$ cat config.mk
export PLATFORM = sky130hd
export DESIGN_NAME = sgo_back
export DESIGN_NICKNAME = d
export VERILOG_FILES = /design/src/rtl/sgo_pkg.sv /design/src/rtl/sgo_back.sv
export SDC_FILE = /design/constraint.sdc
export NUM_CORES = 1
export LEC_CHECK = 0
export ABC_CLOCK_PERIOD_IN_PS = 7900
export BUFFER_PORTS_ARGS = -buffer_cell sky130_fd_sc_hd__buf_4
export CELL_PAD_IN_SITES_DETAIL_PLACEMENT = 0
export CELL_PAD_IN_SITES_GLOBAL_PLACEMENT = 1
export CORE_MARGIN = 4
export CORE_UTILIZATION = 50
export DETAILED_ROUTE_END_ITERATION = 10
export PLACE_DENSITY_LB_ADDON = 0.1
export SLEW_MARGIN = 20
export SYNTH_ARGS = -nofsm -noshare
export SYNTH_HDL_FRONTEND = slang
export SYNTH_SLANG_ARGS = --single-unit
$ cat constraint.sdc
create_clock -name clk -period 7.9 [get_ports clk]
set_input_delay 0.395 -clock clk [delete_from_list [all_inputs] [get_ports clk]]
set_output_delay 0.395 -clock clk [all_outputs]
set_load 0.03 [all_outputs]
$ cat src/rtl/sgo_pkg.sv
package sgo_pkg;

  localparam int MAX_WIDTH       = 1024;
  localparam int ADDR_W          = $clog2(MAX_WIDTH);
  localparam int COL_W           = 10;
  localparam int ROW_W           = 13;
  localparam int OUT_ROW_W       = 12;
  localparam int LUM_W           = 15;
  localparam int SUM_W           = 20;
  localparam int ANG_W           = 16;
  localparam int ANGLE_FRAC_BITS = 13;
  localparam int CORDIC_STEPS    = 31;
  localparam int STEP_W          = 5;
  localparam int TAB_FRAC        = 30;
  localparam int XY_W            = 56;
  localparam int Z_W             = 35;
  localparam int QDEPTH          = 4;
  localparam int QPTR_W          = 2;
  localparam int QCNT_W          = 3;

  localparam logic signed [Z_W-1:0] PI_Q30 = 35'sd3373259426;

  localparam logic CFG_WIDTH  = 1'b0;
  localparam logic CFG_HEIGHT = 1'b1;

  typedef logic [LUM_W-1:0] lum_t;

  typedef struct packed {
    lum_t top;
    lum_t mid;
    lum_t bot;
  } wcol_t;

  typedef struct packed {
    logic [COL_W-1:0]     column;
    logic [OUT_ROW_W-1:0] row;
    logic signed [SUM_W-1:0] vsum;
    logic signed [SUM_W-1:0] hsum;
    logic                 last;
  } job_t;

  typedef enum logic [1:0] {FR_IDLE, FR_CALC, FR_EMIT2} fr_state_t;
  typedef enum logic [1:0] {BK_IDLE, BK_RUN, BK_OUT} bk_state_t;

  function automatic logic signed [SUM_W:0] ext(input lum_t a);
    ext = $signed({{(SUM_W+1-LUM_W){1'b0}}, a});
  endfunction

  function automatic logic signed [SUM_W-1:0] vert_sum(input wcol_t l, input wcol_t c,
                                                       input wcol_t r);
    logic signed [SUM_W:0] t;
    t = 21'sd3 * (ext(l.top) - ext(l.bot)) + 21'sd10 * (ext(c.top) - ext(c.bot))
      + 21'sd3 * (ext(r.top) - ext(r.bot));
    vert_sum = t[SUM_W-1:0];
  endfunction

  function automatic logic signed [SUM_W-1:0] horz_sum(input wcol_t l, input wcol_t r);
    logic signed [SUM_W:0] t;
    t = 21'sd3 * (ext(l.top) - ext(r.top)) + 21'sd10 * (ext(l.mid) - ext(r.mid))
      + 21'sd3 * (ext(l.bot) - ext(r.bot));
    horz_sum = t[SUM_W-1:0];
  endfunction

  function automatic logic signed [Z_W-1:0] atan_q30(input logic [STEP_W-1:0] i);
    logic signed [Z_W-1:0] v;
    case (i)
      5'd0: v = 35'sd843314857;
      5'd1: v = 35'sd497837829;
      5'd2: v = 35'sd263043837;
      5'd3: v = 35'sd133525159;
      5'd4: v = 35'sd67021687;
      5'd5: v = 35'sd33543516;
      5'd6: v = 35'sd16775851;
      5'd7: v = 35'sd8388437;
      5'd8: v = 35'sd4194283;
      5'd9: v = 35'sd2097149;
      default: v = $signed(Z_W'(1) << (5'd30 - i));
    endcase
    atan_q30 = v;
  endfunction

endpackage

$ cat src/rtl/sgo_back.sv
module sgo_back (
  input  logic          clk,
  input  logic          rst_n,
  input  logic          q_valid,
  input  sgo_pkg::job_t q_job,
  output logic          pop,
  output logic          out_valid,
  input  logic          out_ready,
  output sgo_pkg::job_t out_job,
  output logic [sgo_pkg::ANG_W-1:0] out_angle
);

  sgo_pkg::bk_state_t state_r, state_nxt;
  logic signed [sgo_pkg::XY_W-1:0] x_r, y_r, x0, y0, xs, ys;
  logic signed [sgo_pkg::Z_W-1:0]  z_r, zr, at;
  logic [sgo_pkg::STEP_W-1:0]      step_r;
  sgo_pkg::job_t                   job_r;
  logic                            zero_r, valid_r, load_out;

  assign x0 = {{(sgo_pkg::XY_W-sgo_pkg::SUM_W-32){q_job.hsum[sgo_pkg::SUM_W-1]}},
               q_job.hsum, 32'd0};
  assign y0 = {{(sgo_pkg::XY_W-sgo_pkg::SUM_W-32){q_job.vsum[sgo_pkg::SUM_W-1]}},
               q_job.vsum, 32'd0};
  assign xs = x_r >>> step_r;
  assign ys = y_r >>> step_r;
  assign at = sgo_pkg::atan_q30(step_r);
  assign zr = z_r + (sgo_pkg::Z_W'(1) << (sgo_pkg::TAB_FRAC - sgo_pkg::ANGLE_FRAC_BITS - 1));

  always_comb begin
    state_nxt = state_r;
    case (state_r)
      sgo_pkg::BK_IDLE: if (q_valid) state_nxt = sgo_pkg::BK_RUN;
      sgo_pkg::BK_RUN:
        if (step_r == sgo_pkg::STEP_W'(sgo_pkg::CORDIC_STEPS - 1)) state_nxt = sgo_pkg::BK_OUT;
      sgo_pkg::BK_OUT:  if (!valid_r || out_ready) state_nxt = sgo_pkg::BK_IDLE;
      default:          state_nxt = sgo_pkg::BK_IDLE;
    endcase
  end

  always_comb begin
    pop      = 1'b0;
    load_out = 1'b0;
    case (state_r)
      sgo_pkg::BK_IDLE: pop = q_valid;
      sgo_pkg::BK_OUT:  load_out = !valid_r || out_ready;
      default: ;
    endcase
  end

  always_ff @(posedge clk) begin
    if (!rst_n) begin
      state_r <= sgo_pkg::BK_IDLE;
      valid_r <= 1'b0;
    end else begin
      state_r <= state_nxt;
      if (load_out) valid_r <= 1'b1;
      else if (out_ready) valid_r <= 1'b0;
    end
  end

  always_ff @(posedge clk) begin
    if (pop) begin
      job_r  <= q_job;
      zero_r <= (q_job.vsum == '0) && (q_job.hsum == '0);
      step_r <= '0;
      if (q_job.hsum[sgo_pkg::SUM_W-1]) begin
        x_r <= -x0;
        y_r <= -y0;
        z_r <= q_job.vsum[sgo_pkg::SUM_W-1] ? -sgo_pkg::PI_Q30 : sgo_pkg::PI_Q30;
      end else begin
        x_r <= x0;
        y_r <= y0;
        z_r <= '0;
      end
    end else if (state_r == sgo_pkg::BK_RUN) begin
      step_r <= step_r + 1'b1;
      if (y_r > 0) begin
        x_r <= x_r + ys;
        y_r <= y_r - xs;
        z_r <= z_r + at;
      end else begin
        x_r <= x_r - ys;
        y_r <= y_r + xs;
        z_r <= z_r - at;
      end
    end
    if (load_out) begin
      out_job   <= job_r;
      out_angle <= zero_r ? '0 : zr[sgo_pkg::TAB_FRAC - sgo_pkg::ANGLE_FRAC_BITS +: sgo_pkg::ANG_W];
    end
  end

  assign out_valid = valid_r;

endmodule

==> results of run 1 <==
[state kept, by name (all words and copies together), names as in the netlist]
signal	flops
z_r	33
out_valid	1
step_r	5
out_job	63
y_r	56
x_r	56
zero_r	1
out_angle	16
state_r	2
job_r	63
[worst paths after layout]
kind | start | cells past startpoint | endpoint | slack (ns)
worst min-delay path | q_job[1] | 1 | job_r[1] | 0.02
worst max-delay path | step_r[3] | 23 | x_r[54] | 0.21
worst max register to register | step_r[3] | 23 | x_r[54] | 0.21
worst min register to register | job_r[46] | 0 | out_job[46] | 0.41
[what timing repair did]
item,4_1_cts,5_1_grt
gates resized for setup,0,6
setup endpoints to repair,0,14
buffers inserted,0,8
hold buffers,40,0
endpoints found under the hold margin,40,0
[critical path, stage by stage (launching register included)]
cell,delay (ns)
dfxtp_4,0.65
buf_4,0.35
mux2_2,0.39
a222oi_1,0.60
o22ai_1,0.30
a211oi_1,0.49
nand4_1,0.26
nor4_2,0.55
and2_1,0.28
a31oi_1,0.13
xnor2_1,0.18
ha_1,0.43
a21oi_1,0.13
o211ai_1,0.22
a31oi_1,0.17
or4b_2,0.70
a21oi_1,0.16
a21boi_0,0.37
buf_4,0.19
o211ai_1,0.12
a21oi_1,0.22
nor4_1,0.08
or4_1,0.40
a21oi_1,0.14
[metrics by stage]
| stage | setup slack [ns] | util | cell area (sq um) | cells |
|---|---|---|---|---|
| after floorplan | 1.341 | - | 32050 | 3482 |
| after global placement | 0.3873 | 0.5442 | 34450 | 4412 |
| after detailed placement | 0.2832 | 0.5442 | 34450 | 4412 |
| after CTS | 0.2065 | 0.5709 | 36150 | 4522 |
| after global routing | 0.01741 | 0.5732 | 36290 | 4530 |
| final | 0.2059 | 0.5732 | 36290 | 4531 |
[cells by family (layout without fill, tap and decap cells)]
| logic type | after synthesis | count (layout) | share of synthesized area |
|---|---|---|---|
| XOR/XNOR | 290 | 290 | 0.07925 |
| multiplexers | 371 | 371 | 0.1769 |
| adder cells (fa/ha/maj) | 156 | 156 | 0.06161 |
| flip-flops | 296 | 296 | 0.2748 |
| AO/OA/AOI/OAI | 1012 | 1012 | 0.2046 |
| AND/OR/NAND/NOR | 1075 | 1075 | 0.1629 |
| other | 0 | 1 | 0 |
| buffers and inverters | 282 | 484 | 0.03986 |
[cell type report]
| type | count | share of cell area |
|---|---|---|
| Antenna cell | 1 | 0.00006895 |
| Clock buffer | 46 | 0.02703 |
| Sequential cell | 296 | 0.2432 |
| Tap cell | 846 | 0.02917 |
| Inverter | 67 | 0.007205 |
| Clock inverter | 24 | 0.008619 |
| Multi-Input combinational cell | 2904 | 0.6062 |
| Timing Repair Buffer | 347 | 0.07850 |
[Yosys cell counts (all sizes together) (11+ instances only)]
cell type / instances / area (sq um)
and2: 45 / 281.5
o22ai: 43 / 269.0
xor2: 126 / 1104
o41ai: 12 / 112.6
clkbuf: 107 / 401.6
a211oi: 36 / 270.3
nor2b: 37 / 231.5
a21boi: 15 / 112.6
a22oi: 21 / 157.7
o311ai: 16 / 140.1
ha: 153 / 1914
or3: 19 / 118.9
nand3: 72 / 365.3
o21bai: 23 / 172.7
a21o: 78 / 585.6
or2: 23 / 143.9
and3: 43 / 269.0
o211ai: 28 / 210.2
o21ai: 228 / 1141
mux2i: 149 / 1504
edfxtp: 288 / 8648
nand2b: 39 / 244.0
nor3: 66 / 335.3
a21oi: 256 / 1281
o21a: 18 / 135.1
nand2: 296 / 1111
inv: 66 / 247.7
xnor2: 164 / 1436
buf: 108 / 624.4
nor2: 314 / 1179
and4: 11 / 96.34
nand4: 33 / 219.0
mux4: 148 / 3333
a31oi: 51 / 319.1
mux2: 74 / 833.3
nor4: 31 / 215.2
o31ai: 38 / 285.3
a221oi: 17 / 148.9
[placed cells by master (no fill, tap or decap), types with 43 or more instances in the layout]
cell type	n
mux2_2	74
and3_1	43
o22ai_1	43
inv_1	62
nand3_1	71
nor2_1	313
buf_4	296
a21oi_1	256
and2_1	45
a21o_1	78
xnor2_1	164
xor2_1	126
mux4_2	148
nor3_1	65
nand2_1	294
mux2i_1	146
a31oi_1	51
o21ai_0	227
edfxtp_1	288
ha_1	153
[layer usage]
| metal | up-vias | wire length [um] | share of wire | track usage |
|---|---|---|---|---|
| met5 | - | 39 | 0.00031 | 0 |
| li1 | 13740 | - | - | - |
| met2 | 1797 | 55240 | 0.44 | 0.5472 |
| met1 | 15130 | 50290 | 0.40 | 0.4734 |
| met4 | 6 | 5922 | 0.047 | 0.1370 |
| met3 | 338 | 13510 | 0.11 | 0.09690 |
==> impl_results.md, run 1 <==
- Clock root buffer: clkbuf_16
- NumNets Final: 3,877
- Num Clock Sinks: 296
- DRC: 0
- Largest net degree at the start of global routing: 86
- Initial DRC Count: about 4,200
- Core Box Area: ~63,000 sq um
- Cells after Synth: 3,482
- Initial antenna violation count: 4
- Tmin final: 7.694 ns
- Final hold viol count: 0
- Setup TNS Final: 0 ns
- Fill cell count: 5,570
- Register Area: approximately 9000 sq um
- Final worst path period share: 0.9739
- Initial Util: 0.5062
- Max-slew headroom: 0.3036
- Worst-skew pair later-pin latency: a little over 0.6 ns
- Yosys synthesis warning count: 0
- Detail Route Antenna Nets: 0
- Synthesized area: 32,050 sq um
- Area delta synth->final: 13.24%
- First-pass GRT wire length: 185.1 mm
- Worst-Margin Slew: 1.045 ns
- Worst hold margin: roughly 0.022 ns
- Status: completed
- Synth Register Bits: between 200 and 300
- Critical Path Source Type: register
- Die X: around 260 um
- WS Path Type: register to register
- CTS tree: built
- Clock slew at reported path FFs: 0.07 ns
- Min-Delay Path Class: primary input to register
- Distinct cells, synth: 96
- FP Rows: 92
- Port Buffers: 147
- Htree depth: 2
- DRT Pass-1 Iters: 8
- Main synth FF type: edfxtp_1
- Die Height: 261.2 um
- Mapped Avg Cell Area: 9.204 sq um
- CTS max path bufs: 3
- Share of cells above drive strength 1: 0.1773
- Fin. max-slew vios: 0
- Gpl congestion: 1.046
- EDFF count, synth: 288
- HPWL after DPL: roughly 94 mm
- Crit path capture type: register
- Max Clk Rate: roughly 130 MHz
- Setup-failing EPs final: 0
- Vias: 31,000
- Setup Skew: 0.03707 ns
- RSZ-0062 raised after global routing: false
- TritonCTS Buffers: 38
- Multi-input logic area: roughly 22,000 sq um
- Number of global-route vias before repair: 29,620
- Critical Path Fanout Max: 26
- Final WL: 125.0 mm
- Post-synth ARST share: 0
- Die Footprint: approximately 70,000 sq um
- Gr ovfl total: 0
- Critical path arrival: 8.13 ns
- Via density: 6.843
- Sequential-to-total area share from yosys stat: 0.2748
- Drt wl/cell: 27.59 um
- Synth Net Count: 3,705
- GRT Util Overall: 0.3532
- Max Cap Violations: 0
- Required @ worst endpoint: 8.34 ns
- I/O pins: 148
Power of run 1 is left out: the tool's default activity adds up to more than one toggle a clock period on the data nets, which glitch-free logic cannot reach.
==> run 2: changes to the inputs <==
--- a/config.mk
+++ b/config.mk
@@ -5,7 +5,7 @@
 export SDC_FILE = /design/constraint.sdc
 export NUM_CORES = 1
 export LEC_CHECK = 0
-export ABC_CLOCK_PERIOD_IN_PS = 7900
+export ABC_CLOCK_PERIOD_IN_PS = 7200
 export BUFFER_PORTS_ARGS = -buffer_cell sky130_fd_sc_hd__buf_4
 export CELL_PAD_IN_SITES_DETAIL_PLACEMENT = 0
 export CELL_PAD_IN_SITES_GLOBAL_PLACEMENT = 1
==> constraint.sdc (replaced) <==
create_clock -name clk -period 7.2 [get_ports clk]
set_input_delay 0.36 -clock clk [delete_from_list [all_inputs] [get_ports clk]]
set_output_delay 0.36 -clock clk [all_outputs]
set_load 0.03 [all_outputs]
==> run 2 against run 1 <==
  * Non-clock buffer count increased by 156
  * Critical path type unchanged
  * Count of clock-buffer cells in the layout decreased by 3
  * Setup slack worse by 0.057 ns
  * Sequential cell count did not move
  * Fmax rose by 9.1%
  * Worst hold slack hardly changed
  * Cell count is 3.4% higher
==> impl_results.md, run 2 (synthesized netlist as in run 1, its figures left out) <==
- Status: completed
- Gr ovfl total: 0
- HPWL after DPL: 97.26 mm
- Fin. max-slew vios: 0
- Drt wl/cell: 27.33 um
- DRC: 0
- NumNets Final: between 4,000 and 5,000
- TritonCTS Buffers: 37
- Tmin final: between 7 and 8 ns
- Setup Skew: 0.05023 ns
- CTS tree: built
- DRT Pass-1 Iters: 6
- Core Box Area: 63,310 sq um
- Final worst path period share: 0.9792
- Critical path arrival: 7.44 ns
- Port Buffers: 147
- Cell family with most CP delay: compound AO/OA/AOI/OAI gates
- Most used cell, CP: buf_4
- Worst-Margin Slew: 1.081 ns
- Crit path capture type: register
- Htree depth: 2
- CTS max path bufs: 3
- Clock slew at reported path FFs: 0.06 ns
- Fill cell count: 5,471
- Min-Delay Path Class: primary input to register
- CP max stage cell: mux4_2
- Initial DRC Count: 3,874
- FP Rows: between 90 and 100
- Worst-skew pair later-pin latency: 0.59 ns
- CP Buf/Inv Count: 5
- Number of global-route vias before repair: 30,430
- Initial antenna violation count: 2
- Final WL: 128.0 mm
- GRT Util Overall: 0.3613
- Area after DPL: around 36,000 sq um
- Final setup margin: 0.1494 ns
- Clock root buffer: clkbuf_16
- Setup-failing EPs final: 0
- Share of cells above drive strength 1: 0.2169
- Detail Route Antenna Nets: 0
- Area delta synth->final: 17.45%
- Vias: 31,550
- Die Footprint: 68,210 sq um
- Pre-CTS WS: -0.1725 ns
- Critical Path Fanout Max: 30
- Die Height: 261.2 um
- Met3 Wirelength: 14.02 mm
- Cell area after layout: approximately 38,000 sq um
- Most common cell after layout, fill and taps aside: buf_4
- Final hold viol count: 0
- Max Clk Rate: 141.8 MHz
- Multi-input logic area: roughly 22,000 sq um
- Met2 WL: roughly 57 mm
- Gpl congestion: 1.043
- I/O pins: 148
- Placed cell count: 4,548
- Required @ worst endpoint: 7.59 ns
- Max-slew headroom: 0.2791
- Top Layer Used: met5
- Die X: 261.2 um
- First-pass GRT wire length: 188.7 mm
- Post-Route M1 WL: 50.52 mm
- Largest stage delay, worst path: 0.50 ns
- Critical Path Source Type: register
- Largest net degree at the start of global routing: 154
- WS Path Type: register to register
- Non-filler cells, final: 4,683
- Initial Util: 0.5062
- Via density: 6.736
- Biggest regs: job_r (63), out_job (63)
- Commonest cells after routing, fill and taps aside: buf_4, nor2_1, nand2_1, edfxtp_1, a21oi_1
- Register Area: 8827 sq um
- Max Cap Violations: 0
- Num Clock Sinks: 296
[run 2: cell types whose count changed in the layout (fill, tap and decap cells not counted), moves of 3 or more]
| cell | before | now |
|---|---|---|
| clkbuf_1 | 8 | 3 |
| buf_4 | 296 | 441 |
| clkinv_1 | 9 | 5 |
| clkbuf_8 | 0 | 3 |
| o311ai_0 | 16 | 13 |
| a211oi_1 | 35 | 32 |
| buf_12 | 8 | 16 |
[run 2: metrics by stage]
stage	TNS [ns]	utilization	hold WS, ns
5_1_grt	-0.07673	0.5945	0.008903
4_1_cts	0	0.5885	0.0002525
2_1_floorplan	0	-	0.4003
3_5_place_dp	-0.2312	0.5621	0.4045
3_3_place_gp	-0.1094	0.5621	0.4002
6_report	0	0.5945	0.02175
[run 2: repair_timing]
| item | 4_1_cts | 5_1_grt |
|---|---|---|
| resized for setup | 4 | 29 |
| setup endpoints to repair | 5 | 25 |
| pin swaps | 0 | 3 |
| endpoints found under the hold margin | 41 | 0 |
| hold buffers | 41 | 0 |
| buffers inserted | 0 | 27 |
[run 2: layout make-up]
class / instances / area share
multi-input combinational: 2904 / 0.5876
sequential: 296 / 0.2345
timing repair buffer: 503 / 0.1098
tap: 846 / 0.02812
clock buffer: 43 / 0.02599
clock inverter: 23 / 0.006947
inverter: 67 / 0.006947
antenna: 1 / 0.00006648
[run 2: worst paths after layout]
check	startpoint	endpoint	slack, ns	cells past startpoint
setup / recovery	step_r[2]	y_r[43]	0.15	27
hold / removal	q_job[29]	job_r[29]	0.02	1
setup reg to reg	step_r[2]	y_r[43]	0.15	27
hold reg to reg	job_r[48]	out_job[48]	0.42	0
[run 2: routing by layer]
metal	up-vias	global-route usage
met5	-	0
met4	6	0.1416
met3	336	0.09361
met2	1759	0.5735
met1	15400	0.4753
li1	14050	-
Power of run 2 is left out for the same reason.
