==> config.mk <==
export PLATFORM = sky130hd
export DESIGN_NAME = sgo_queue
export DESIGN_NICKNAME = d
export VERILOG_FILES = /design/src/rtl/sgo_pkg.sv /design/src/rtl/sgo_queue.sv
export SDC_FILE = /design/constraint.sdc
export NUM_CORES = 1
export LEC_CHECK = 0
export BUFFER_PORTS_ARGS = -buffer_cell sky130_fd_sc_hd__buf_4
export CORE_UTILIZATION = 57
export CTS_CLUSTER_DIAMETER = 100
export CTS_CLUSTER_SIZE = 24
export DETAILED_ROUTE_END_ITERATION = 8
export GPL_TIMING_DRIVEN = 0
export PLACE_DENSITY = 0.85
export REMOVE_ABC_BUFFERS = 1
export SLEW_MARGIN = 15
export SYNTH_ARGS = -nofsm -noshare
export SYNTH_HDL_FRONTEND = slang
export SYNTH_SLANG_ARGS = --single-unit
==> constraint.sdc <==
create_clock -name clk -period 3.2 [get_ports clk]
set_clock_uncertainty 0.15 [all_clocks]
set_input_delay 0.48 -clock clk [delete_from_list [all_inputs] [get_ports clk]]
set_output_delay 0.48 -clock clk [all_outputs]
set_load 0.01 [all_outputs]
==> src/rtl/sgo_pkg.sv <==
package sgo_pkg;

  localparam int MAX_WIDTH       = 1024;
  localparam int ADDR_W          = $clog2(MAX_WIDTH);
  localparam int COL_W           = 10;
  localparam int ROW_W           = 13;
  localparam int OUT_ROW_W       = 12;
  localparam int LUM_W           = 15;
  localparam int SUM_W           = 20;
  localparam int ANG_W           = 16;
  localparam int ANGLE_FRAC_BITS = 13;
  localparam int CORDIC_STEPS    = 31;
  localparam int STEP_W          = 5;
  localparam int TAB_FRAC        = 30;
  localparam int XY_W            = 56;
  localparam int Z_W             = 35;
  localparam int QDEPTH          = 4;
  localparam int QPTR_W          = 2;
  localparam int QCNT_W          = 3;

  localparam logic signed [Z_W-1:0] PI_Q30 = 35'sd3373259426;

  localparam logic CFG_WIDTH  = 1'b0;
  localparam logic CFG_HEIGHT = 1'b1;

  typedef logic [LUM_W-1:0] lum_t;

  typedef struct packed {
    lum_t top;
    lum_t mid;
    lum_t bot;
  } wcol_t;

  typedef struct packed {
    logic [COL_W-1:0]     column;
    logic [OUT_ROW_W-1:0] row;
    logic signed [SUM_W-1:0] vsum;
    logic signed [SUM_W-1:0] hsum;
    logic                 last;
  } job_t;

  typedef enum logic [1:0] {FR_IDLE, FR_CALC, FR_EMIT2} fr_state_t;
  typedef enum logic [1:0] {BK_IDLE, BK_RUN, BK_OUT} bk_state_t;

  function automatic logic signed [SUM_W:0] ext(input lum_t a);
    ext = $signed({{(SUM_W+1-LUM_W){1'b0}}, a});
  endfunction

  function automatic logic signed [SUM_W-1:0] vert_sum(input wcol_t l, input wcol_t c,
                                                       input wcol_t r);
    logic signed [SUM_W:0] t;
    t = 21'sd3 * (ext(l.top) - ext(l.bot)) + 21'sd10 * (ext(c.top) - ext(c.bot))
      + 21'sd3 * (ext(r.top) - ext(r.bot));
    vert_sum = t[SUM_W-1:0];
  endfunction

  function automatic logic signed [SUM_W-1:0] horz_sum(input wcol_t l, input wcol_t r);
    logic signed [SUM_W:0] t;
    t = 21'sd3 * (ext(l.top) - ext(r.top)) + 21'sd10 * (ext(l.mid) - ext(r.mid))
      + 21'sd3 * (ext(l.bot) - ext(r.bot));
    horz_sum = t[SUM_W-1:0];
  endfunction

  function automatic logic signed [Z_W-1:0] atan_q30(input logic [STEP_W-1:0] i);
    logic signed [Z_W-1:0] v;
    case (i)
      5'd0: v = 35'sd843314857;
      5'd1: v = 35'sd497837829;
      5'd2: v = 35'sd263043837;
      5'd3: v = 35'sd133525159;
      5'd4: v = 35'sd67021687;
      5'd5: v = 35'sd33543516;
      5'd6: v = 35'sd16775851;
      5'd7: v = 35'sd8388437;
      5'd8: v = 35'sd4194283;
      5'd9: v = 35'sd2097149;
      default: v = $signed(Z_W'(1) << (5'd30 - i));
    endcase
    atan_q30 = v;
  endfunction

endpackage

==> src/rtl/sgo_queue.sv <==
module sgo_queue (
  input  logic          clk,
  input  logic          rst_n,
  input  logic          push,
  input  sgo_pkg::job_t push_job,
  output logic          room,
  output logic          q_valid,
  input  logic          pop,
  output sgo_pkg::job_t q_job
);

  sgo_pkg::job_t                mem_r [sgo_pkg::QDEPTH];
  logic [sgo_pkg::QPTR_W-1:0]   wp_r, rp_r;
  logic [sgo_pkg::QCNT_W-1:0]   cnt_r;

  assign room    = (cnt_r <= sgo_pkg::QCNT_W'(sgo_pkg::QDEPTH - 2));
  assign q_valid = (cnt_r != '0);
  assign q_job   = mem_r[rp_r];

  always_ff @(posedge clk) begin
    if (!rst_n) begin
      wp_r  <= '0;
      rp_r  <= '0;
      cnt_r <= '0;
    end else begin
      if (push) wp_r <= wp_r + 1'b1;
      if (pop) rp_r <= rp_r + 1'b1;
      cnt_r <= cnt_r + sgo_pkg::QCNT_W'(push) - sgo_pkg::QCNT_W'(pop);
    end
  end

  always_ff @(posedge clk) begin
    if (push) mem_r[wp_r] <= push_job;
  end

endmodule

==> results.sh, run 1 <==
export IMPL_max_stage_delay_ns=0.60
export IMPL_r2r_slack_ns=1.30
export IMPL_crit_arrival_ns=2.27
export IMPL_drive_above_1_share=0.430
export IMPL_clkSinkCount=261
export IMPL_cp_max_fo=23
export IMPL_routedWlPerCell_um=21.8
export IMPL_cp_num_buf_inv=3
export IMPL_synth_area_um2=9610
export IMPL_die_width_um=132
export IMPL_period_needed_ns=2.90
export IMPL_routed_wl_mm=16.1
export IMPL_cp_top_family="buffers and inverters"
export IMPL_critPathSlowestCell="mux4_1"
export IMPL_row_count=47
export IMPL_remaining_drc_errors=0
export IMPL_r2r_start="wp_r[1]"
export IMPL_vdd_drop_max_v=0.000430
export IMPL_htreeDepth=1
export IMPL_grt_usage=0.189
export IMPL_max_cap_violations=0
export IMPL_cts_tree="built"
export IMPL_holdPathStages=1
export IMPL_clk_pin_slew_worst_paths_ns=0.09
export IMPL_drt_first_pass_iters=4
export IMPL_nFillCells=1004
export IMPL_r2r_end="mem_r[1][59]"
export IMPL_fin_nets=590
export IMPL_io_buffer_count=131
export IMPL_drtIter0Drc=272
export IMPL_power_density_nw_per_um2=588
export IMPL_antenna_left=0
export IMPL_path_cells="buf_12 > buf_12 > mux4_1 > buf_4"
export IMPL_total_power_mw=6.64
export IMPL_grt_pass1_wl_mm=24.6
export IMPL_drv_slew=0
export IMPL_area_delta_synth_final_pct=17.5
export IMPL_gp_congestion=0.664
export IMPL_dieArea_um2=17400
export IMPL_synth_seq_cells=261
export IMPL_min_delay_start="push_job[36]"
export IMPL_whs_ns=0.0489
export IMPL_holdPathEnd="mem_r[2][36]"
export IMPL_die_h_um=132
export IMPL_postCtsHoldBufs=0
export IMPL_clock_path_buffers=3
export IMPL_grt_max_degree=45
export IMPL_setup_viol=0
export IMPL_fmax_mhz=345
export IMPL_multi_input_area_um2=1670
export IMPL_seq_area_um2=7750
export IMPL_synth_cell_types=20
export IMPL_worst_setup_path_end_kind="output port"
export IMPL_final_cells=739
export IMPL_numCtsBuffers=14
export IMPL_core_area_um2=16500
export IMPL_clock_latency_ns=0.47
export IMPL_rr_worst_depth=4
export IMPL_seq_area_frac_synth=0.806
export IMPL_syn_inst=374
export IMPL_overflow=0
export IMPL_setup_worst_path_class="reg2out"
export IMPL_path_common_cell="buf_12"
export IMPL_finalHoldViolCount=0
export IMPL_post_route_period_util=0.906
export IMPL_place_inst=718
export IMPL_max_slew_margin=0.633
export IMPL_antenna_found_initial=0
export IMPL_vias=4135
export IMPL_required_ns=2.57
export IMPL_status="finished, final reports clean"
export IMPL_grt_pass1_vias=4486
export IMPL_tightestPinTransition_ns=0.551
export IMPL_antenna_cells=0
export IMPL_leakage_nw=3.78
export IMPL_rsz0062_at_grt="no"
export IMPL_ios=132
export IMPL_syn_avg_cell_area_um2=25.7
export IMPL_start_util=0.581
export IMPL_synth_warnings=0
export IMPL_cts_root_buf="clkbuf_16"
export IMPL_hp_class="in2reg"
export IMPL_cp_start_kind="flop"
export IMPL_viasPerCell=5.60
registers in the layout, summed over array words and instances (netlist names), named ones only:
signal,count
rp_r,2
cnt_r,3
mem_r,252
wp_r,2
timing repair:
item                                    in CTS  in global routing
resized for setup                            0                  0
endpoints found under the setup margin       0                  2
buffers inserted                             0                  1
stage by stage:
step | area (µm²) | TNS (ns) | utilization | worst slack [ns]
final | 11300 | 0 | 0.683 | 0.301
after detailed placement | 10900 | 0 | 0.658 | 0.597
after global routing | 11300 | 0 | 0.683 | 0.149
after floorplan | 9440 | -48.65 | - | -0.834
after global placement | 10700 | -268.71 | 0.648 | -2.06
after CTS | 11300 | 0 | 0.681 | 0.0773
cells in the mapped netlist:
library cell / number / area share
a21bo_2: 1 / 0.0010
a21oi_1: 1 / 0.00052
a31o_2: 1 / 0.00091
and2_1: 5 / 0.0033
buf_12: 6 / 0.013
buf_2: 6 / 0.0031
buf_6: 1 / 0.0012
clkbuf_1: 1 / 0.00039
dfxtp_1: 9 / 0.019
edfxtp_1: 252 / 0.79
fa_1: 1 / 0.0021
ha_1: 7 / 0.0091
inv_1: 8 / 0.0031
mux2i_1: 1 / 0.0010
mux4_1: 3 / 0.0082
mux4_2: 60 / 0.14
nand3_1: 1 / 0.00052
nand3b_1: 1 / 0.00078
nor2_1: 6 / 0.0023
xnor2_1: 3 / 0.0027
worst max-delay path by stage:
stage	start	endpoint	slack, ns	cells past startpoint
after floorplan	flop	q_job[58]	-0.83	1
after CTS	flop	q_job[61]	0.08	4
after global placement	flop	q_job[62]	-2.06	2
after detailed placement	flop	q_job[61]	0.60	4
after global routing	flop	q_job[62]	0.15	4
final	flop	q_job[62]	0.30	4
routing by layer:
| layer | up-vias | track usage | share of wire |
|---|---|---|---|
| met3 | 31 | 0.0311 | 0.041 |
| met1 | 2136 | 0.243 | 0.41 |
| met5 | - | 0 | 0 |
| met4 | 0 | 0.0575 | 0.030 |
| li1 | 1855 | - | - |
| met2 | 113 | 0.332 | 0.51 |
kinds of logic after synthesis:
family | share of synthesized area
AO/OA/AOI/OAI | 0.00247
XOR/XNOR | 0.00274
adder cells (fa/ha/maj) | 0.0112
buffers and inverters | 0.0203
flip-flops | 0.806
multiplexers | 0.150
AND/OR/NAND/NOR | 0.00690
cell type report:
cell class              instances  area share
clock buffers                  19      0.0346
clock inverters                 1    0.000443
inverters                       8     0.00266
multi-input cells              91       0.148
flip-flops and latches        261       0.687
well taps                     220      0.0244
repair buffers                139       0.102
power breakdown:
part | internal [mW] | switching, mW
clock network | 0.859 | 0.947
registers | 3.92 | 0.0601
logic | 0.455 | 0.395
total | 5.24 | 1.40
cells in the final DEF (no fill, tap or decap):
master / Yosys / routed
clkinv_2: 0 / 1
nor2_1: 6 / 6
dfxtp_1: 9 / 7
buf_12: 6 / 6
inv_1: 8 / 8
xnor2_1: 3 / 3
mux4_1: 3 / 3
a31o_2: 1 / 1
mux4_2: 60 / 60
and2_1: 5 / 1
nand3_1: 1 / 1
buf_16: 0 / 1
buf_4: 0 / 131
ha_1: 7 / 7
nand3b_1: 1 / 1
dfxtp_4: 0 / 2
a21bo_2: 1 / 1
clkbuf_1: 1 / 4
and2_4: 0 / 4
clkbuf_16: 0 / 16
mux2i_1: 1 / 1
edfxtp_1: 252 / 252
fa_1: 1 / 1
a21oi_1: 1 / 1
(Power assumes the default switching activity.)
==> run 2, diff against run 1 <==
- CORE_UTILIZATION: 57 -> 61
- PLACE_DENSITY: 0.85 -> 0.9
- clock period: 3.2 -> 3.4 ns (I/O delays scaled with it)
==> run 2 against run 1 <==
Effect of this change:
- final area shrank 0.40%
- die area shrank 6.5%
- power is 5.7% lower
- first-iteration DRC count up 2.9%
- clock power shrank 5%
- combinational power shrank 8.5%
- critical path depth shrank 1
- via count increased by 1.3%
- count of clock-buffer cells in the layout increased by 1
- sequential share of layout area is 0.28 points higher
- non-clock buffer count shrank 2
==> results.sh, run 2 (synthesis gave the netlist of run 1 again) <==
export IMPL_core_area_um2=15300
export IMPL_postCtsSetupRepairBufs=0
export IMPL_post_route_period_util=0.877
export IMPL_antenna_cells=0
export IMPL_area_delta_synth_final_pct=17.0
export IMPL_start_util=0.630
export IMPL_mostFrequentLayoutCells="edfxtp_1 (252), buf_4 (131), mux4_2 (60), clkbuf_16 (15), inv_1 (8)"
export IMPL_vdd_drop_max_v=0.000523
export IMPL_grt_pass1_vias=4529
export IMPL_routedWlPerCell_um=21.7
export IMPL_vias=4188
export IMPL_die_h_um=127
export IMPL_rsz0062_at_grt="no"
export IMPL_regMostFlops="mem_r"
export IMPL_nFillCells=808
export IMPL_max_stage_delay_ns=0.78
export IMPL_io_buffer_count=131
export IMPL_cp_max_fo=32
export IMPL_clkSinkCount=261
export IMPL_cts_tree="built"
export IMPL_viasPerCell=5.74
export IMPL_routed_wl_mm=15.8
export IMPL_clock_path_buffers=3
export IMPL_die_width_um=127
export IMPL_cp_start_kind="flop"
export IMPL_critPathSlowestCell="dfxtp_4"
export IMPL_fmax_mhz=335
export IMPL_max_cap_violations=0
export IMPL_drt_first_pass_iters=4
export IMPL_antenna_found_initial=0
export IMPL_finalHoldViolCount=0
export IMPL_clock_latency_ns=0.47
export IMPL_worst_setup_path_end_kind="output port"
export IMPL_status="finished, final reports clean"
export IMPL_grt_max_degree=43
export IMPL_gp_congestion=0.647
export IMPL_htreeDepth=1
export IMPL_required_ns=2.74
export IMPL_remaining_drc_errors=0
export IMPL_numCtsBuffers=14
export IMPL_row_count=45
export IMPL_drtIter0Drc=280
export IMPL_cts_root_buf="clkbuf_16"
export IMPL_drive_above_1_share=0.427
export IMPL_period_needed_ns=2.98
export IMPL_whs_ns=0.0826
export IMPL_overflow=0
export IMPL_ios=132
export IMPL_layout_commonest_cell="edfxtp_1"
export IMPL_hpwl_mm=9.78
export IMPL_setup_worst_path_class="reg2out"
export IMPL_leakage_nw=3.77
export IMPL_grt_pass1_wl_mm=24.4
export IMPL_grt_usage=0.202
export IMPL_reg_top3="mem_r: 252 flops, cnt_r: 3 flops"
export IMPL_setup_viol=0
export IMPL_postCtsHoldBufs=0
export IMPL_dieArea_um2=16300
export IMPL_fin_nets=588
export IMPL_power_density_nw_per_um2=557
export IMPL_fin_util=0.737
export IMPL_max_slew_margin=0.569
export IMPL_tightestPinTransition_ns=0.647
export IMPL_hp_class="in2reg"
export IMPL_path_cells="buf_16 > mux4_2 > buf_4"
export IMPL_post_place_ws_ns=0.840
export IMPL_largest_reg_flops=252
export IMPL_clk_pin_slew_worst_paths_ns=0.09
export IMPL_setup_ws_ns=0.418
export IMPL_antenna_left=0
export IMPL_cts_resized=0
export IMPL_drv_slew=0
export IMPL_crit_arrival_ns=2.32
==> run 2: path summary, 6_finish.rpt <==
check                             startpoint      endpoint  slack, ns  depth (start not counted)
worst max-delay path                    flop     q_job[32]       0.42                          3
worst min register to register       rp_r[1]          flop       0.40                          2
worst min-delay path            push_job[38]  mem_r[0][38]       0.08                          1
worst max register to register       wp_r[0]  mem_r[2][11]       1.52                          4
==> run 2: layout make-up <==
| type | count | area [µm²] | share of cell area |
|---|---|---|---|
| Tap cell | 211 | 264 | 0.0235 |
| Clock inverter | 1 | 5.00 | 0.000445 |
| Timing Repair Buffer | 137 | 1120 | 0.0995 |
| Multi-Input combinational cell | 91 | 1670 | 0.149 |
| Sequential cell | 261 | 7750 | 0.690 |
| Inverter | 8 | 30.0 | 0.00267 |
| Clock buffer | 20 | 394 | 0.0351 |
==> run 2: worst max-delay path: cells and delay by family (launching register included) <==
family	cells	cell delay, ns
multiplexers	1	0.56
buffers and inverters	2	0.50
flip-flops	1	0.78
==> run 2: stage by stage <==
stage | power [mW] | instance area [µm²] | cells | TNS, ns
2_1_floorplan | 4.23 | 9440 | 360 | -37.94
4_1_cts | 6.31 | 11200 | 729 | 0
6_report | 6.26 | 11200 | 729 | 0
3_3_place_gp | 4.59 | 10700 | 702 | -182.27
5_1_grt | 6.47 | 11200 | 729 | 0
3_5_place_dp | 4.63 | 10800 | 708 | 0
==> run 2: metal layers <==
metal | share of wire | vias up | global-route usage
met5 | 0 | - | 0
met4 | 0.014 | 0 | 0.0441
met3 | 0.052 | 19 | 0.0352
met2 | 0.53 | 121 | 0.357
met1 | 0.41 | 2198 | 0.267
li1 | - | 1850 | -
==> run 2: where the power goes <==
| group | switching (mW) | internal [mW] | leakage [nW] | total, mW |
|---|---|---|---|---|
| Clock | 0.904 | 0.814 | 0.195 | 1.72 |
| Combinational | 0.356 | 0.422 | 1.18 | 0.778 |
| Sequential | 0.0703 | 3.69 | 2.39 | 3.76 |
==> run 3, diff against run 2 <==
- CORE_ASPECT_RATIO: not set -> 1.75
- CORE_UTILIZATION: 61 -> 57
- PLACE_DENSITY: 0.9 -> 0.85
- clock period: 3.4 -> 3.3 ns (I/O delays scaled with it)
==> run 3 against run 2 <==
Effect of this change:
- combinational power rose by 5.1%
- sequential power rose by 3%
- clock power rose by 2%
- sequential share of layout area fell by 0.15 points
==> results.sh, run 3 (synthesis gave the netlist of run 1 again) <==
export IMPL_status="finished, final reports clean"
export IMPL_tightestPinTransition_ns=0.449
export IMPL_clk_pin_slew_worst_paths_ns=0.09
export IMPL_regMostFlops="mem_r"
export IMPL_layout_commonest_cell="edfxtp_1"
export IMPL_io_buffer_count=131
export IMPL_reg_top3="mem_r: 252 flops, cnt_r: 3 flops"
export IMPL_hp_class="in2reg"
export IMPL_postCtsHoldBufs=0
export IMPL_required_ns=2.65
export IMPL_row_count=62
export IMPL_period_needed_ns=2.74
export IMPL_total_power_mw=6.44
export IMPL_r2r_start="cnt_r[0]"
export IMPL_antenna_found_initial=0
export IMPL_power_density_nw_per_um2=572
export IMPL_drive_above_1_share=0.429
export IMPL_fin_nets=589
export IMPL_worst_setup_path_end_kind="output port"
export IMPL_nFillCells=1045
export IMPL_routed_wl_mm=16.2
export IMPL_clock_latency_ns=0.47
export IMPL_cts_tree="built"
export IMPL_area_delta_synth_final_pct=17.3
export IMPL_htreeDepth=1
export IMPL_gp_congestion=0.698
export IMPL_cp_max_fo=23
export IMPL_leakage_nw=3.77
export IMPL_min_delay_start="push_job[62]"
export IMPL_post_route_period_util=0.831
export IMPL_clkSinkCount=261
export IMPL_viasPerCell=5.55
export IMPL_drtIter0Drc=188
export IMPL_antenna_cells=0
export IMPL_largest_reg_flops=252
export IMPL_setup_worst_path_class="reg2out"
export IMPL_cp_start_kind="flop"
export IMPL_cts_resized=0
export IMPL_crit_arrival_ns=2.10
export IMPL_die_h_um=174
export IMPL_vias=4120
export IMPL_dieArea_um2=17400
export IMPL_drt_first_pass_iters=4
export IMPL_fin_tns_setup_ns=0
export IMPL_finalHoldViolCount=0
export IMPL_antenna_left=0
export IMPL_die_width_um=100
export IMPL_fmax_mhz=365
export IMPL_routedWlPerCell_um=21.8
export IMPL_whs_ns=0.0689
export IMPL_clock_path_buffers=3
export IMPL_hpwl_mm=10.2
export IMPL_overflow=0
export IMPL_vdd_drop_max_v=0.000549
export IMPL_grt_pass1_vias=4448
export IMPL_start_util=0.584
export IMPL_setup_viol=0
export IMPL_core_area_um2=16400
export IMPL_postCtsSetupRepairBufs=0
export IMPL_rsz0062_at_grt="no"
export IMPL_drv_slew=0
export IMPL_remaining_drc_errors=0
export IMPL_grt_max_degree=41
export IMPL_max_cap_violations=0
export IMPL_numCtsBuffers=14
export IMPL_cts_root_buf="clkbuf_16"
export IMPL_ios=132
export IMPL_mostFrequentLayoutCells="edfxtp_1 (252), buf_4 (131), mux4_2 (60), clkbuf_16 (15), inv_1 (8)"
export IMPL_grt_pass1_wl_mm=24.5
export IMPL_grt_usage=0.191
export IMPL_max_slew_margin=0.701
run 3: changes by cell type in the layout (fill, tap and decap cells not counted):
cell | before | now
buf_12 | 4 | 6
buf_16 | 2 | 1
clkbuf_1 | 5 | 4
run 3: worst paths after layout:
check / slack (ns) / cells after the start / to
worst min-delay path: 0.07 / 1 / mem_r[0][62]
worst min register to register: 0.40 / 2 / flop
worst max-delay path: 0.56 / 3 / q_job[62]
worst max register to register: 1.42 / 8 / cnt_r[2]
run 3: area by class of cell:
class,instances,area [µm²],share of cell area
repair buffers,138,1130,0.100
inverters,8,30.0,0.00267
clock inverters,1,5.00,0.000444
flip-flops and latches,261,7750,0.688
clock buffers,19,390,0.0347
multi-input cells,91,1670,0.149
well taps,224,280,0.0249
run 3: report_power, final:
part           switching (mW)  leakage (nW)  internal [mW]
clock network           0.922         0.193          0.834
registers              0.0639          2.39           3.80
logic                   0.380          1.19          0.438
total                    1.37          3.77           5.07
run 3: routing by layer:
| layer | vias to the layer above | global-route usage | routed length, µm |
|---|---|---|---|
| met1 | 2112 | 0.232 | 5980 |
| met5 | - | 0 | 0 |
| li1 | 1844 | - | - |
| met3 | 31 | 0.0242 | 751 |
| met2 | 133 | 0.342 | 8940 |
| met4 | 0 | 0.0755 | 501 |
run 3: stage by stage:
stage | worst slack [ns] | cells | utilization | instance area, µm²
floorplan | -0.749 | 360 | - | 9440
finish | 0.558 | 742 | 0.685 | 11300
global placement | -1.85 | 715 | 0.651 | 10700
detailed placement | 1.00 | 722 | 0.661 | 10900
CTS | 0.488 | 742 | 0.685 | 11300
global route | 0.438 | 742 | 0.685 | 11300
run 3: worst max-delay path, stage by stage (launching register included):
cell     delay [ns]
dfxtp_4        0.60
buf_12         0.27
mux4_1         0.58
buf_4          0.16
